==> src/hdl/wasm_pkg.sv <==
// Shared types and constants for the windowed average slew meter.
package wasm_pkg;

	localparam int unsigned QUEUE_DEPTH = 2;
	localparam int unsigned VAL_W = 16;
	localparam int unsigned SUM_W = 22;
	localparam int unsigned CNT_W = 6;
	localparam int unsigned TIME_W = 32;
	localparam int unsigned DIV_W = SUM_W + 1;
	localparam int unsigned ADDR_W = 4;
	localparam int unsigned DATA_W = 32;

	localparam logic [VAL_W-1:0] WINDOW_RESET = 16'd1600;
	localparam logic [VAL_W-1:0] DROP_RESET = 16'd20;
	localparam logic [CNT_W-1:0] CAP_RESET = 6'd40;

	typedef enum logic [1:0] {
		REG_WINDOW = 2'd0,
		REG_DROP = 2'd1,
		REG_CAP = 2'd2
	} reg_idx_t;

	typedef enum logic {
		KIND_SAMPLE = 1'b0,
		KIND_RESET = 1'b1
	} kind_t;

	typedef enum logic [1:0] {
		BK_IDLE,
		BK_DIV,
		BK_WB
	} back_state_t;

	typedef struct packed {
		kind_t kind;
		logic [TIME_W-1:0] now;
		logic [VAL_W-1:0] power;
		logic [VAL_W-1:0] raw;
		logic [VAL_W-1:0] ma;
	} item_t;

	typedef struct packed {
		logic [VAL_W-1:0] window_len;
		logic [VAL_W-1:0] drop;
		logic [CNT_W-1:0] cap;
	} cfg_t;

endpackage

==> src/hdl/windowed_average_slew_meter_unit.sv <==
// A request is queued, then popped by the back end and answered from the result
// register; a sample that closes a non-empty window first runs the serial dividers.
// Throughput: one request per cycle without a close while results are taken; a close
// holds the back end until its 23-step dividers end (three lanes run side by side).
// Reset: arst_n clears the queue, the meter state and the result valid flag, and
// restores the window, drop and cap registers to their defaults.
module windowed_average_slew_meter_unit import wasm_pkg::*; #(
	parameter int unsigned QueueDepth = QUEUE_DEPTH
) (
	input  logic clk,
	input  logic arst_n,
	input  logic psel,
	input  logic penable,
	input  logic pwrite,
	input  logic [ADDR_W-1:0] paddr,
	input  logic [DATA_W-1:0] pwdata,
	output logic [DATA_W-1:0] prdata,
	output logic pready,
	input  logic sample_valid,
	output logic sample_ready,
	input  logic cmd,
	input  logic [TIME_W-1:0] now_ms,
	input  logic [VAL_W-1:0] power_sample,
	input  logic [VAL_W-1:0] raw_current_sample,
	input  logic [VAL_W-1:0] current_ma_sample,
	output logic result_valid,
	input  logic result_ready,
	output logic [VAL_W-1:0] shown_power,
	output logic [VAL_W-1:0] shown_raw_current,
	output logic [VAL_W-1:0] shown_current_ma,
	output logic window_closed
);

	cfg_t cfg_q;
	item_t item;
	logic item_valid, item_pop, wr_en;

	assign pready = 1'b1;
	assign wr_en = psel && penable && pwrite;

	always_ff @(posedge clk or negedge arst_n) begin
		if (!arst_n) begin
			cfg_q.window_len <= WINDOW_RESET;
			cfg_q.drop <= DROP_RESET;
			cfg_q.cap <= CAP_RESET;
		end else if (wr_en) begin
			unique case (paddr[3:2])
				REG_WINDOW: cfg_q.window_len <= pwdata[VAL_W-1:0];
				REG_DROP: cfg_q.drop <= pwdata[VAL_W-1:0];
				REG_CAP: cfg_q.cap <= pwdata[CNT_W-1:0];
				default: cfg_q <= cfg_q;
			endcase
		end
	end

	always_comb begin
		unique case (paddr[3:2])
			REG_WINDOW: prdata = DATA_W'(cfg_q.window_len);
			REG_DROP: prdata = DATA_W'(cfg_q.drop);
			REG_CAP: prdata = DATA_W'(cfg_q.cap);
			default: prdata = '0;
		endcase
	end

	wasm_front #(.Depth(QueueDepth)) u_front (
		.clk(clk),
		.arst_n(arst_n),
		.sample_valid(sample_valid),
		.sample_ready(sample_ready),
		.cmd(cmd),
		.now_ms(now_ms),
		.power_sample(power_sample),
		.raw_current_sample(raw_current_sample),
		.current_ma_sample(current_ma_sample),
		.item(item),
		.item_valid(item_valid),
		.item_pop(item_pop)
	);

	wasm_back u_back (
		.clk(clk),
		.arst_n(arst_n),
		.cfg(cfg_q),
		.item(item),
		.item_valid(item_valid),
		.item_pop(item_pop),
		.result_valid(result_valid),
		.result_ready(result_ready),
		.shown_power(shown_power),
		.shown_raw_current(shown_raw_current),
		.shown_current_ma(shown_current_ma),
		.window_closed(window_closed)
	);

endmodule

==> src/hdl/wasm_front.sv <==
// Front end: takes requests, classifies them and queues them for the back end.
module wasm_front import wasm_pkg::*; #(
	parameter int unsigned Depth = QUEUE_DEPTH
) (
	input  logic clk,
	input  logic arst_n,
	input  logic sample_valid,
	output logic sample_ready,
	input  logic cmd,
	input  logic [TIME_W-1:0] now_ms,
	input  logic [VAL_W-1:0] power_sample,
	input  logic [VAL_W-1:0] raw_current_sample,
	input  logic [VAL_W-1:0] current_ma_sample,
	output item_t item,
	output logic item_valid,
	input  logic item_pop
);

	localparam int unsigned PTR_W = (Depth > 1) ? $clog2(Depth) : 1;
	localparam int unsigned FILL_W = $clog2(Depth + 1);

	item_t mem_q [Depth];
	logic [PTR_W-1:0] wr_ptr_q, rd_ptr_q;
	logic [FILL_W-1:0] fill_q;
	logic push, pop;
	item_t incoming;

	assign sample_ready = (fill_q != FILL_W'(Depth));
	assign item_valid = (fill_q != '0);
	assign item = mem_q[rd_ptr_q];
	assign push = sample_valid && sample_ready;
	assign pop = item_pop && item_valid;

	always_comb begin
		incoming.kind = cmd ? KIND_RESET : KIND_SAMPLE;
		incoming.now = now_ms;
		incoming.power = power_sample;
		incoming.raw = raw_current_sample;
		incoming.ma = current_ma_sample;
	end

	always_ff @(posedge clk) begin
		if (push) begin
			mem_q[wr_ptr_q] <= incoming;
		end
	end

	always_ff @(posedge clk or negedge arst_n) begin
		if (!arst_n) begin
			wr_ptr_q <= '0;
			rd_ptr_q <= '0;
			fill_q <= '0;
		end else begin
			if (push) begin
				wr_ptr_q <= (wr_ptr_q == PTR_W'(Depth - 1)) ? '0 : wr_ptr_q + 1'b1;
			end
			if (pop) begin
				rd_ptr_q <= (rd_ptr_q == PTR_W'(Depth - 1)) ? '0 : rd_ptr_q + 1'b1;
			end
			case ({push, pop})
				2'b10: fill_q <= fill_q + 1'b1;
				2'b01: fill_q <= fill_q - 1'b1;
				default: fill_q <= fill_q;
			endcase
		end
	end

endmodule

==> src/hdl/wasm_div.sv <==
// Serial restoring divider, one quotient bit per cycle.
module wasm_div import wasm_pkg::*; (
	input  logic clk,
	input  logic arst_n,
	input  logic start,
	input  logic [DIV_W-1:0] dividend,
	input  logic [CNT_W-1:0] divisor,
	output logic done,
	output logic [VAL_W-1:0] quotient
);

	localparam int unsigned STEP_W = $clog2(DIV_W);
	localparam logic [STEP_W-1:0] LAST_STEP = STEP_W'(DIV_W - 1);

	logic busy_q, done_q;
	logic [STEP_W-1:0] step_q;
	logic [DIV_W-1:0] acc_q;
	logic [CNT_W-1:0] rem_q, div_q;
	logic [CNT_W:0] trial, diff;
	logic fits;

	assign trial = {rem_q, acc_q[DIV_W-1]};
	assign fits = (trial >= {1'b0, div_q});
	assign diff = trial - {1'b0, div_q};
	assign done = done_q;
	assign quotient = acc_q[VAL_W-1:0];

	always_ff @(posedge clk) begin
		if (start) begin
			acc_q <= dividend;
			rem_q <= '0;
			div_q <= divisor;
		end else if (busy_q) begin
			acc_q <= {acc_q[DIV_W-2:0], fits};
			rem_q <= fits ? diff[CNT_W-1:0] : trial[CNT_W-1:0];
		end
	end

	always_ff @(posedge clk or negedge arst_n) begin
		if (!arst_n) begin
			busy_q <= 1'b0;
			done_q <= 1'b0;
			step_q <= '0;
		end else begin
			done_q <= busy_q && (step_q == LAST_STEP);
			if (start) begin
				busy_q <= 1'b1;
				step_q <= '0;
			end else if (busy_q) begin
				step_q <= step_q + 1'b1;
				if (step_q == LAST_STEP) begin
					busy_q <= 1'b0;
				end
			end
		end
	end

endmodule

==> src/hdl/wasm_back.sv <==
// Back end: meter state, window close with serial averages, result register.
module wasm_back import wasm_pkg::*; (
	input  logic clk,
	input  logic arst_n,
	input  cfg_t cfg,
	input  item_t item,
	input  logic item_valid,
	output logic item_pop,
	output logic result_valid,
	input  logic result_ready,
	output logic [VAL_W-1:0] shown_power,
	output logic [VAL_W-1:0] shown_raw_current,
	output logic [VAL_W-1:0] shown_current_ma,
	output logic window_closed
);

	back_state_t state_q, state_d;

	logic has_first_q;
	logic [CNT_W-1:0] count_q;
	logic [SUM_W-1:0] ptot_q, rtot_q, mtot_q;
	logic [TIME_W-1:0] start_q;
	logic [VAL_W-1:0] hp_q, hr_q, hm_q;

	logic res_valid_q;
	logic [VAL_W-1:0] res_p_q, res_r_q, res_m_q;
	logic res_closed_q;

	logic out_free, first, take, close, need_div;
	logic [VAL_W-1:0] hp_a, hr_a, hm_a;
	logic [TIME_W-1:0] start_a, elapsed;
	logic [SUM_W-1:0] ptot_a, rtot_a, mtot_a;
	logic [CNT_W-1:0] cnt_a;
	logic [DIV_W-1:0] half, pdvd, rdvd, mdvd;

	logic div_start, dp_done, dr_done, dm_done, div_done;
	logic [VAL_W-1:0] qp, qr, qm, hp_slew;
	logic wb_fire;

	assign out_free = !res_valid_q || result_ready;
	assign result_valid = res_valid_q;
	assign shown_power = res_p_q;
	assign shown_raw_current = res_r_q;
	assign shown_current_ma = res_m_q;
	assign window_closed = res_closed_q;

	always_comb begin
		first = !has_first_q;
		hp_a = first ? item.power : hp_q;
		hr_a = first ? item.raw : hr_q;
		hm_a = first ? item.ma : hm_q;
		start_a = first ? item.now : start_q;
		take = (count_q < cfg.cap);
		ptot_a = take ? ptot_q + SUM_W'(item.power) : ptot_q;
		rtot_a = take ? rtot_q + SUM_W'(item.raw) : rtot_q;
		mtot_a = take ? mtot_q + SUM_W'(item.ma) : mtot_q;
		cnt_a = take ? count_q + 1'b1 : count_q;
		elapsed = item.now - start_a;
		close = (elapsed >= TIME_W'(cfg.window_len));
		need_div = close && (cnt_a != '0);
		half = DIV_W'(cnt_a[CNT_W-1:1]);
		pdvd = DIV_W'(ptot_a) + half;
		rdvd = DIV_W'(rtot_a) + half;
		mdvd = DIV_W'(mtot_a) + half;
	end

	always_comb begin
		if ((hp_q > qp) && ((hp_q - qp) > cfg.drop)) begin
			hp_slew = hp_q - cfg.drop;
		end else begin
			hp_slew = qp;
		end
	end

	always_comb begin
		state_d = state_q;
		item_pop = 1'b0;
		div_start = 1'b0;
		wb_fire = 1'b0;
		unique case (state_q)
			BK_IDLE: begin
				if (item_valid && out_free) begin
					item_pop = 1'b1;
					if ((item.kind == KIND_SAMPLE) && need_div) begin
						div_start = 1'b1;
						state_d = BK_DIV;
					end
				end
			end
			BK_DIV: begin
				if (div_done) begin
					state_d = BK_WB;
				end
			end
			BK_WB: begin
				if (out_free) begin
					wb_fire = 1'b1;
					state_d = BK_IDLE;
				end
			end
			default: state_d = BK_IDLE;
		endcase
	end

	assign div_done = dp_done && dr_done && dm_done;

	wasm_div u_div_p (
		.clk(clk), .arst_n(arst_n), .start(div_start), .dividend(pdvd),
		.divisor(cnt_a), .done(dp_done), .quotient(qp)
	);
	wasm_div u_div_r (
		.clk(clk), .arst_n(arst_n), .start(div_start), .dividend(rdvd),
		.divisor(cnt_a), .done(dr_done), .quotient(qr)
	);
	wasm_div u_div_m (
		.clk(clk), .arst_n(arst_n), .start(div_start), .dividend(mdvd),
		.divisor(cnt_a), .done(dm_done), .quotient(qm)
	);

	always_ff @(posedge clk or negedge arst_n) begin
		if (!arst_n) begin
			state_q <= BK_IDLE;
		end else begin
			state_q <= state_d;
		end
	end

	always_ff @(posedge clk or negedge arst_n) begin
		if (!arst_n) begin
			has_first_q <= 1'b0;
			count_q <= '0;
			ptot_q <= '0;
			rtot_q <= '0;
			mtot_q <= '0;
			start_q <= '0;
			hp_q <= '0;
			hr_q <= '0;
			hm_q <= '0;
			res_valid_q <= 1'b0;
		end else begin
			if ((item_pop && ((item.kind == KIND_RESET) || !need_div)) || wb_fire) begin
				res_valid_q <= 1'b1;
			end else if (result_ready) begin
				res_valid_q <= 1'b0;
			end
			if (item_pop) begin
				if (item.kind == KIND_RESET) begin
					has_first_q <= 1'b0;
					count_q <= '0;
					ptot_q <= '0;
					rtot_q <= '0;
					mtot_q <= '0;
					start_q <= item.now;
					hp_q <= '0;
					hr_q <= '0;
					hm_q <= '0;
				end else begin
					has_first_q <= 1'b1;
					hp_q <= hp_a;
					hr_q <= hr_a;
					hm_q <= hm_a;
					if (close) begin
						count_q <= '0;
						ptot_q <= '0;
						rtot_q <= '0;
						mtot_q <= '0;
						start_q <= item.now;
					end else begin
						count_q <= cnt_a;
						ptot_q <= ptot_a;
						rtot_q <= rtot_a;
						mtot_q <= mtot_a;
						start_q <= start_a;
					end
				end
			end
			if (wb_fire) begin
				hp_q <= hp_slew;
				hr_q <= qr;
				hm_q <= qm;
			end
		end
	end

	always_ff @(posedge clk) begin
		if (item_pop) begin
			if (item.kind == KIND_RESET) begin
				res_p_q <= '0;
				res_r_q <= '0;
				res_m_q <= '0;
				res_closed_q <= 1'b0;
			end else if (!need_div) begin
				res_p_q <= hp_a;
				res_r_q <= hr_a;
				res_m_q <= hm_a;
				res_closed_q <= close;
			end
		end
		if (wb_fire) begin
			res_p_q <= hp_slew;
			res_r_q <= qr;
			res_m_q <= qm;
			res_closed_q <= 1'b1;
		end
	end

endmodule

==> config.mk <==
export PLATFORM = sky130hd
export DESIGN_NAME = windowed_average_slew_meter_unit
export DESIGN_NICKNAME = d
export VERILOG_FILES = /design/src/hdl/wasm_pkg.sv /design/src/hdl/windowed_average_slew_meter_unit.sv /design/src/hdl/wasm_front.sv /design/src/hdl/wasm_div.sv /design/src/hdl/wasm_back.sv
export SDC_FILE = /design/constraint.sdc
export NUM_CORES = 1
export LEC_CHECK = 0
export ABC_AREA = 1
export BUFFER_PORTS_ARGS = -buffer_cell sky130_fd_sc_hd__buf_2
export CAP_MARGIN = 0
export CORE_MARGIN = 8
export CORE_UTILIZATION = 58
export CTS_CLUSTER_DIAMETER = 100
export CTS_CLUSTER_SIZE = 10
export DETAILED_ROUTE_END_ITERATION = 7
export GPL_TIMING_DRIVEN = 1
export PLACE_DENSITY = 0.89
export SYNTH_ARGS = -nofsm -noshare
export SYNTH_HDL_FRONTEND = slang
export SYNTH_SLANG_ARGS = --single-unit
==> constraint.sdc <==
create_clock -name clk -period 9.8 [get_ports clk]
set_input_delay 2.94 -clock clk [delete_from_list [all_inputs] [get_ports clk]]
set_output_delay 2.94 -clock clk [all_outputs]
set_load 0.1 [all_outputs]
==> results list, run 1 <==
- Clock latency of the later-clocked register in the worst-skew pair: 630 ps
- Worst setup path class: reg2reg
- Routability-driven placement finished with a final weighted congestion of 0.963.
* Power share of the clock group: 16.3%
- After detailed routing, the average wire length per cell comes to 17.7 um.
- Power per standard cell area: 345 nW/um^2
- For this run, design rule violations remaining after detail routing come to 0.
* Transition time of the tightest slew-check pin: ~1100 ps
* Fraction of the mapped netlist area in compound gates: 9.64%
- For this run, asynchronously set or reset flops after synthesis account for 41.9%.
- Data required time of the worst path: 9930 ps
* Area of the multi-input gates: 15700 um^2
* Hold slack: 475 ps
- The clock drives 523 sinks.
* Slew Limit Headroom: a little over a quarter
* Fraction of final layout cells with drive strength greater than 1: 6.99%
- Filler cell count in the final layout: 4552
* Initial DRT Pass Iterations: 8
* Number of clock buffers inserted by TritonCTS: between 50 and 60
- Of all cell types, the one taking the most synthesized area is sky130_fd_sc_hd__edfxtp_1.
- By area, the combinational part of the netlist is dominated by simple AND/OR/NAND/NOR gates.
- Buffer cell driving the clock tree root: sky130_fd_sc_hd__clkbuf_16
- Parity-gate share of the synthesized area counting xor and xnor cells: 3.19%
* Cell family contributing the most delay on the critical path: simple AND/OR/NAND/NOR gates
* Die extent in x: 254 um
- Number of buffers inserted by port buffering: 172
* Distinct cell type count after synthesis: 53
- TritonCTS built the clock tree.
- Post-synth EDFFs: 285
- Final worst-path cycle share: 74.5%
* Switching Share: roughly half
- Post-Route Setup TNS: 0 ps
- Number of global-route vias before repair: 28300
* Vert. Die Dim: around 250 um
- The run finished with clean final reports.
- Between clock sinks in the finished design, the worst skew comes to 24.7 ps.
* Average cell area after synthesis: 7.64 um^2
* Part of the total power dissipated in sequential elements: 27.9%
- Source of the critical timing path: u_back.has_first_q
* Cell leakage power: 17.9 nW
* Core ar.: 56100 um^2
- The critical path contains buffers and inverters numbering 5 combined.
- Of all nets on the critical path, the largest fanout is 55.
- Timing-limited maximum frequency: 137 MHz
- Dominant cell type by count on the critical path: sky130_fd_sc_hd__nand2_1
* Number of hold-repair buffers added at the cts stage: 0
- IO Count: 208
- Seq cells post-synth: 523
- Post-synthesis share of cell area spent on and, or, nand and nor gates: 26.9%
- The analysis attributes to net switching a power of about 6 mW.
* Count of antenna-violating nets left after detailed routing: 0
* Multiplexer area fraction after synthesis: 0.0306%
- Worst R2R Setup Slack: between 2000 and 3000 ps
* Internal Dissipation: around 6.3 mW
* Final wirelength: between 90 and 100 mm
* Share of power burned in combinational logic: 55.9%
* Start point of the worst min-delay path: u_back.start_q[25]
- Setup repair after global routing left no endpoint under its margin.
- Post-synthesis to final-layout area growth: 9.33%
* Number of antenna violations at the first check in global routing: 1
- Critical-path top delay cell: sky130_fd_sc_hd__inv_2
- In this run, post-CTS repair resized a total of 0 instances.
* Initial cell density of the core: 58.4%
- Worst setup timing slack at the placement stage: 2550 ps
- By area the synthesized netlist is led by sky130_fd_sc_hd__edfxtp_1 (26%), sky130_fd_sc_hd__nand2_1 (18%), sky130_fd_sc_hd__dfrtp_1 (16%).
- Synthesis warning total: 0
* Worst Setup Start Kind: flop
- Across the VDD grid, the largest voltage drop is 0.243 mV.
* Count of H-tree levels built during CTS: 2
- Sequential share of the synthesized area: 44.1%
- Most frequent cells after synthesis: sky130_fd_sc_hd__nand2_1 (1568), sky130_fd_sc_hd__inv_1 (504), sky130_fd_sc_hd__o21ai_0 (296)
- The longest clock path from root to sink contains 3 buffers.
- Postcts setup bufs: 0
* Post-synth top area share: 26.2%
* Most used flip-flop cell after synthesis: sky130_fd_sc_hd__edfxtp_1
- Via-per-instance ratio: approximately 5.7
* MaxCap Viol Count: 0
* Gate count of the mapped netlist: ~4300
* Global-route wire length before repair: 145 mm
- Number of placement rows: 87
- Arrival time worst endpoint: 7430 ps
* Most frequently used cell type in the post-synthesis netlist: sky130_fd_sc_hd__nand2_1
- # nets final: roughly 4700
- Detailed routing inserted a total of 29500 vias.
- The clock period could shrink to 7300 ps.
- After global routing the overflow that remains totals 0.
* Final number of max-transition violations: 0
- Storage element area: 14400 um^2
* Total track usage: about 28%
- DIE AREA: 64300 um^2
- Detailed Place HPWL: roughly 65 mm
* Reg2Reg Launch Point: u_back.has_first_q
- Final hold violations: 0
- Slowest Stage Delay on Critical Path: 720 ps
- Summing the areas of all fa, ha and maj instances in the mapped netlist gives around 8% of the synthesized area.
- After clock tree synthesis, the clock-pin slew on the worst setup and hold paths is 70 ps.
- Final design utilization: 63.8%
- Crit path setup slack, layout: 2500 ps
- STA classifies the critical path endpoint as a flop.
- The path class of the tightest hold or removal check is reg2reg.
* Post-Synthesis Cell Area: 32700 um^2
- 0 antenna diodes ended up in the layout.
- # setup viols final: 0
* Largest net degree at the start of global routing: 112
- The first routing iteration left 3175 violations.
## registers in the layout, indices dropped and copies added (netlist names), 16 cells and up
name / flops
u_back.shown_current_ma: 16
u_front.mem_q: 162
u_back.mtot_q: 22
u_back.u_div_p.acc_q: 23
u_back.shown_raw_current: 16
u_back.ptot_q: 22
u_back.u_div_r.acc_q: 23
u_back.hm_q: 16
u_back.hp_q: 16
u_back.rtot_q: 22
u_back.u_div_m.acc_q: 23
u_back.hr_q: 16
cfg_q: 38
u_back.shown_power: 16
u_back.start_q: 32
## layout by cell type, fill, tap and decap left out, drive strengths merged, types with 7 or more instances in the layout
cell type / n
a31oi: 8
o22ai: 57
clkbuf: 106
nor3: 20
a21oi: 160
xnor2: 45
o21ai: 335
dfstp: 7
or2: 9
buf: 197
edfxtp: 285
inv: 521
xor2: 74
fa: 12
and2: 8
a21o: 10
ha: 188
nor2: 232
nand2: 1569
conb: 17
nand4: 83
dfrtp: 212
dfxtp: 19
nand3: 232
## worst paths after layout
path                                      endpoint  cells past startpoint
max                        u_back.u_div_p.acc_q[8]                     25
min                             u_back.start_q[25]                      2
max reg2reg                u_back.u_div_p.acc_q[8]                     25
min reg2reg                     u_back.start_q[25]                      2
max in group asynchronous         u_front.rd_ptr_q                      2
min in group asynchronous        u_back.rtot_q[17]                      1
## per-layer routing
metal | routed length (um) | global-route usage [%]
met1 | 36500 | 36.3
met2 | 42000 | 45.3
met3 | 8980 | 4.88
met5 | 13 | 0
met4 | 4650 | 14.8
## per-stage QoR
| step | power [mW] | std cells | instance area (um^2) |
|---|---|---|---|
| 3_3_place_gp | 9.95 | 5095 | 34100 |
| 2_1_floorplan | 8.49 | 4299 | 32800 |
| 5_1_grt | 13.3 | 5203 | 35800 |
| 3_5_place_dp | 10.2 | 5095 | 34100 |
| 6_report | 12.3 | 5203 | 35800 |
| 4_1_cts | 12.2 | 5203 | 35800 |
## worst register-to-register path, stage by stage, from the launching register on
cell and delay, ps:
sky130_fd_sc_hd__dfrtp_2 410, sky130_fd_sc_hd__inv_2 720, sky130_fd_sc_hd__buf_4 630, sky130_fd_sc_hd__o21ai_0 270
sky130_fd_sc_hd__ha_1 410, sky130_fd_sc_hd__nand2_1 120, sky130_fd_sc_hd__nor2_1 210, sky130_fd_sc_hd__nand2_1 100
sky130_fd_sc_hd__inv_1 60, sky130_fd_sc_hd__nand2_1 50, sky130_fd_sc_hd__nand2_1 120, sky130_fd_sc_hd__xor2_1 180
sky130_fd_sc_hd__ha_1 270, sky130_fd_sc_hd__a21oi_1 160, sky130_fd_sc_hd__nor2_1 60, sky130_fd_sc_hd__a211oi_1 210
sky130_fd_sc_hd__nand3_1 150, sky130_fd_sc_hd__nor2_1 120, sky130_fd_sc_hd__nand2_1 50, sky130_fd_sc_hd__nor2_1 90
sky130_fd_sc_hd__nand2_1 70, sky130_fd_sc_hd__inv_2 530, sky130_fd_sc_hd__nand2_1 330, sky130_fd_sc_hd__nand4_4 360
sky130_fd_sc_hd__buf_4 440, sky130_fd_sc_hd__nand2_1 670
## power groups by stage
stage	combinational (mW)	sequential, mW	clock [mW]
after floorplan	4.88	3.61	0
after global placement	6.52	3.43	0
after detailed placement	6.71	3.46	0
after CTS	6.78	3.43	2.01
after global routing	7.71	3.50	2.11
final	6.90	3.44	2.01
## cells by family after synthesis
kind of cell,after synthesis
DFF,523
xor gates and xnor gates,119
AOI/OAI and AO/OA,592
buffers and inverters,678
and+or+nand+nor,2169
other,2
adders and majority gates,200
muxes,1
## final cells by class
class                           instances  share of cell area, %
Sequential cell                       523                   40.3
Clock inverter                          2                 0.0490
Tap cell                              756                   2.64
Timing Repair Buffer                  197                   2.99
Multi-Input combinational cell       3098                   43.9
Clock buffer                          106                   4.62
Inverter                              521                   5.47
Note: power is estimated with default switching activity, not from simulation.
==> run 2: changes to the inputs <==
==> constraint.sdc (replaced) <==
create_clock -name clk -period 7.37 [get_ports clk]
set_input_delay 2.211 -clock clk [delete_from_list [all_inputs] [get_ports clk]]
set_output_delay 2.211 -clock clk [all_outputs]
set_load 0.1 [all_outputs]
==> results list, run 2 (synthesis gave the netlist of run 1 again) <==
* Most frequent standard cell in the layout excluding fill and tap cells: sky130_fd_sc_hd__nand2_1 (unchanged)
* Final design utilization: 64.0% (was 63.8%)
- The slew of the pin with the lowest slew margin is 986 ps (was 1100 ps).
* Number of design-rule violations left by the first detailed-router iteration: 3322 (was 3175)
* Die extent in x: 254 um (unchanged)
* Via-per-instance ratio: 5.68 (about the same)
* Timing-limited maximum frequency: 173 MHz
- The quantity of hold-fixing buffers added after cts was 0 (unchanged).
* Postcts setup bufs: 0 (unchanged)
- Class of the most critical hold timing path: reg2reg (unchanged)
- The floorplan die area came to 64300 um^2 (unchanged).
- The cell chosen for the clock root is sky130_fd_sc_hd__clkbuf_16 (unchanged).
- Worst setup timing slack at the placement stage: 1620 ps (was 2550 ps)
* Commonest non-fill, non-tap cells in the layout: sky130_fd_sc_hd__nand2_1 (1566), sky130_fd_sc_hd__inv_1 (503), sky130_fd_sc_hd__o21ai_0 (296), sky130_fd_sc_hd__edfxtp_1 (285), sky130_fd_sc_hd__nand3_1 (230) (unchanged)
* Register with the most flip-flops: u_front.mem_q (unchanged)
- Routability Congestion: 0.965 (was 0.963)
- Switching power: 8.03 mW (was 6.00 mW)
- Count of antenna-violating nets left after detailed routing: 0 (unchanged)
- The number of antenna violations at the first check in global routing came to 5 (was 1).
- The source of the critical timing path is paddr[3] (was u_back.has_first_q).
- The post-cts gate resize count is 0 (unchanged).
- Clk slew on worst S/H paths: 60 ps (was 70 ps)
* Number of clock buffers inserted by TritonCTS: 58 (unchanged)
- The worst setup margin was 1580 ps (was 2500 ps).
- The CTS tree is yes (unchanged).
* Internal Dissipation: 8.45 mW (was 6.34 mW)
- Filler cell count in the final layout: 4554 (was 4552)
- The worst-case register-to-register setup slack came to 1600 ps (was 2500 ps).
* Nature of the critical path endpoint: output pin (was flop)
- The critical setup path kind was in2out (was reg2reg).
- The global-route usage over all layers was 28.4% (was 28.1%).
- Initial DRT Pass Iterations: 7 (was 8)
* Number of buffers inserted by port buffering: 172 (unchanged)
- Regs by FF count: u_front.mem_q x162, cfg_q x38, u_back.start_q x32 (unchanged)
* Cell leakage power: 18.0 nW (was 17.9 nW)
- # setup viols final: 0 (unchanged)
- Critical Path Sink: prdata[5] (was u_back.u_div_p.acc_q[8])
- MaxCap Viol Count: 0 (unchanged)
- The number of flip-flops in the largest register was 162 (unchanged).
- Setup skew after layout: 24.6 ps (was 24.7 ps)
* Number of placement rows: 87 (unchanged)
- RSZ-0062 raised after global routing: no (unchanged).
- Status: completed (unchanged).
* Detailed Place HPWL: 65.9 mm (was 64.9 mm)
- Final wirelength: 92.6 mm (was 92.1 mm)
* Vias post-DR: 29600 (was 29500)
- The core footprint came to 56100 um^2 (unchanged).
- Hold slack: 478 ps (was 475 ps)
* Switching Share: 48.7% (was 48.6%)
* Post-Route Setup TNS: 0 ps (unchanged)
* # nets final: 4733 (was 4723)
* Count of clock tree sinks: 523 (unchanged)
* IO Count: 208 (unchanged)
- The initial core utilization came to 58.4% (unchanged).
- The clock network fraction of total power is 16.1% (was 16.3%).
- The capture point of the worst reg-to-reg path was u_back.shown_raw_current[10] (was u_back.u_div_p.acc_q[8]).
- The final count of hold timing violations was 0 (unchanged).
* Number of global-route vias before repair: 28000 (was 28300)
* Arrival time worst endpoint: 3580 ps (was 7430 ps)
- Largest net degree at the start of global routing: 119 (was 112)
* Final min period: 5790 ps
- Slew Limit Headroom: 33.6% (was 26.8%)
* Worst Setup Start Kind: primary input (was flop)
- PnR Total Power: 16.5 mW (was 12.3 mW)
- The proportion of power drawn by combinational gates is 56.2% (was 55.9%).
* Fraction of final layout cells with drive strength greater than 1: 7.22% (was 6.99%)
- The sequential cell fraction of total power came to 27.7% (was 27.9%).
- Global-route wire length before repair: 147 mm (was 145 mm)
* Worst voltage drop across the vdd grid: 0.303 mV (was 0.243 mV)
- The buffer depth of the longest clock path came to 3 (unchanged).
* GR Overflow Total: 0 (unchanged)
- Power per standard cell area: 459 nW/um^2 (was 345 nW/um^2)
- The required time of the critical path is 5160 ps (was 9930 ps).
- Reg2Reg Launch Point: u_front.rd_ptr_q (was u_back.has_first_q)
- Of the available clock period, the critical path in the final layout requires 78.5%.
- The largest driver fanout on the critical path came to 16 (was 55).
- The H-tree level count was 2 (unchanged).
- The mean routed wirelength per cell is 17.8 um (was 17.7 um).
- The max-slew violation count came to 0 (unchanged).
- Clock latency of the later-clocked register in the worst-skew pair: 640 ps (was 630 ps)
* Post-synthesis to final-layout area growth: 9.74% (was 9.33%)
* Register-to-Register Path Depth: 28 (was 25)
* Post-detailed-route DRC marker count: 0 (unchanged)
- Vert. Die Dim: 254 um (unchanged)
## run 2: cell count changes in the layout (fill, tap and decap cells not counted)
cell | before | now
sky130_fd_sc_hd__clkinv_8 | 0 | 1
sky130_fd_sc_hd__clkbuf_1 | 47 | 48
sky130_fd_sc_hd__clkbuf_16 | 59 | 58
sky130_fd_sc_hd__diode_2 | 0 | 2
sky130_fd_sc_hd__buf_4 | 24 | 30
sky130_fd_sc_hd__clkinv_4 | 0 | 1
sky130_fd_sc_hd__buf_12 | 1 | 5
## run 2: worst min path at each step
stage,cells past startpoint,endpoint,slack (ps),from
floorplan,2,u_back.hm_q[10],440,u_back.hm_q[10]
finish,2,u_back.start_q[12],480,u_back.start_q[12]
global route,2,u_back.start_q[27],490,u_back.start_q[27]
CTS,2,u_back.hr_q[2],480,u_back.hr_q[2]
detailed placement,2,u_back.hr_q[2],460,u_back.hr_q[2]
global placement,2,u_back.start_q[26],460,u_back.start_q[26]
## run 2: layer usage
layer  up-vias  GRT usage [%]  routed length [um]
li1      14200              -                   -
met1     13700           37.4               36500
met2      1505           44.9               41800
met3       288           5.24                9490
met4         4           14.5                4840
met5         -              0                  25
## run 2: critical path: stages
cell and delay, ps:
sky130_fd_sc_hd__buf_2 100, sky130_fd_sc_hd__inv_1 60, sky130_fd_sc_hd__nand2_1 340, sky130_fd_sc_hd__o221ai_1 380
sky130_fd_sc_hd__buf_2 480
## run 2: power by group through the flow
| stage | Sequential (mW) | Clock [mW] | Combinational (mW) |
|---|---|---|---|
| floorplan | 4.81 | 0 | 6.49 |
| global placement | 4.56 | 0 | 8.76 |
| detailed placement | 4.59 | 0 | 9.00 |
| CTS | 4.55 | 2.68 | 9.10 |
| global route | 4.64 | 2.80 | 10.3 |
| finish | 4.57 | 2.65 | 9.26 |
## run 2: cell type report
| cell class | instances | area, um^2 | area share [%] |
|---|---|---|---|
| antenna | 2 | 5.00 | 0.0139 |
| tap | 756 | 946 | 2.63 |
| clock buffer | 106 | 1630 | 4.54 |
| timing repair buffer | 207 | 1200 | 3.33 |
| inverter | 521 | 1960 | 5.45 |
| sequential | 523 | 14400 | 40.2 |
| clock inverter | 4 | 42.5 | 0.118 |
| multi-input combinational | 3098 | 15700 | 43.7 |
## run 2: per-stage QoR
step                      instances  instance area (um^2)
after detailed placement       5105                 34200
after global placement         5105                 34200
after CTS                      5215                 35900
final                          5217                 35900
after global routing           5215                 35900
after floorplan                4299                 32800
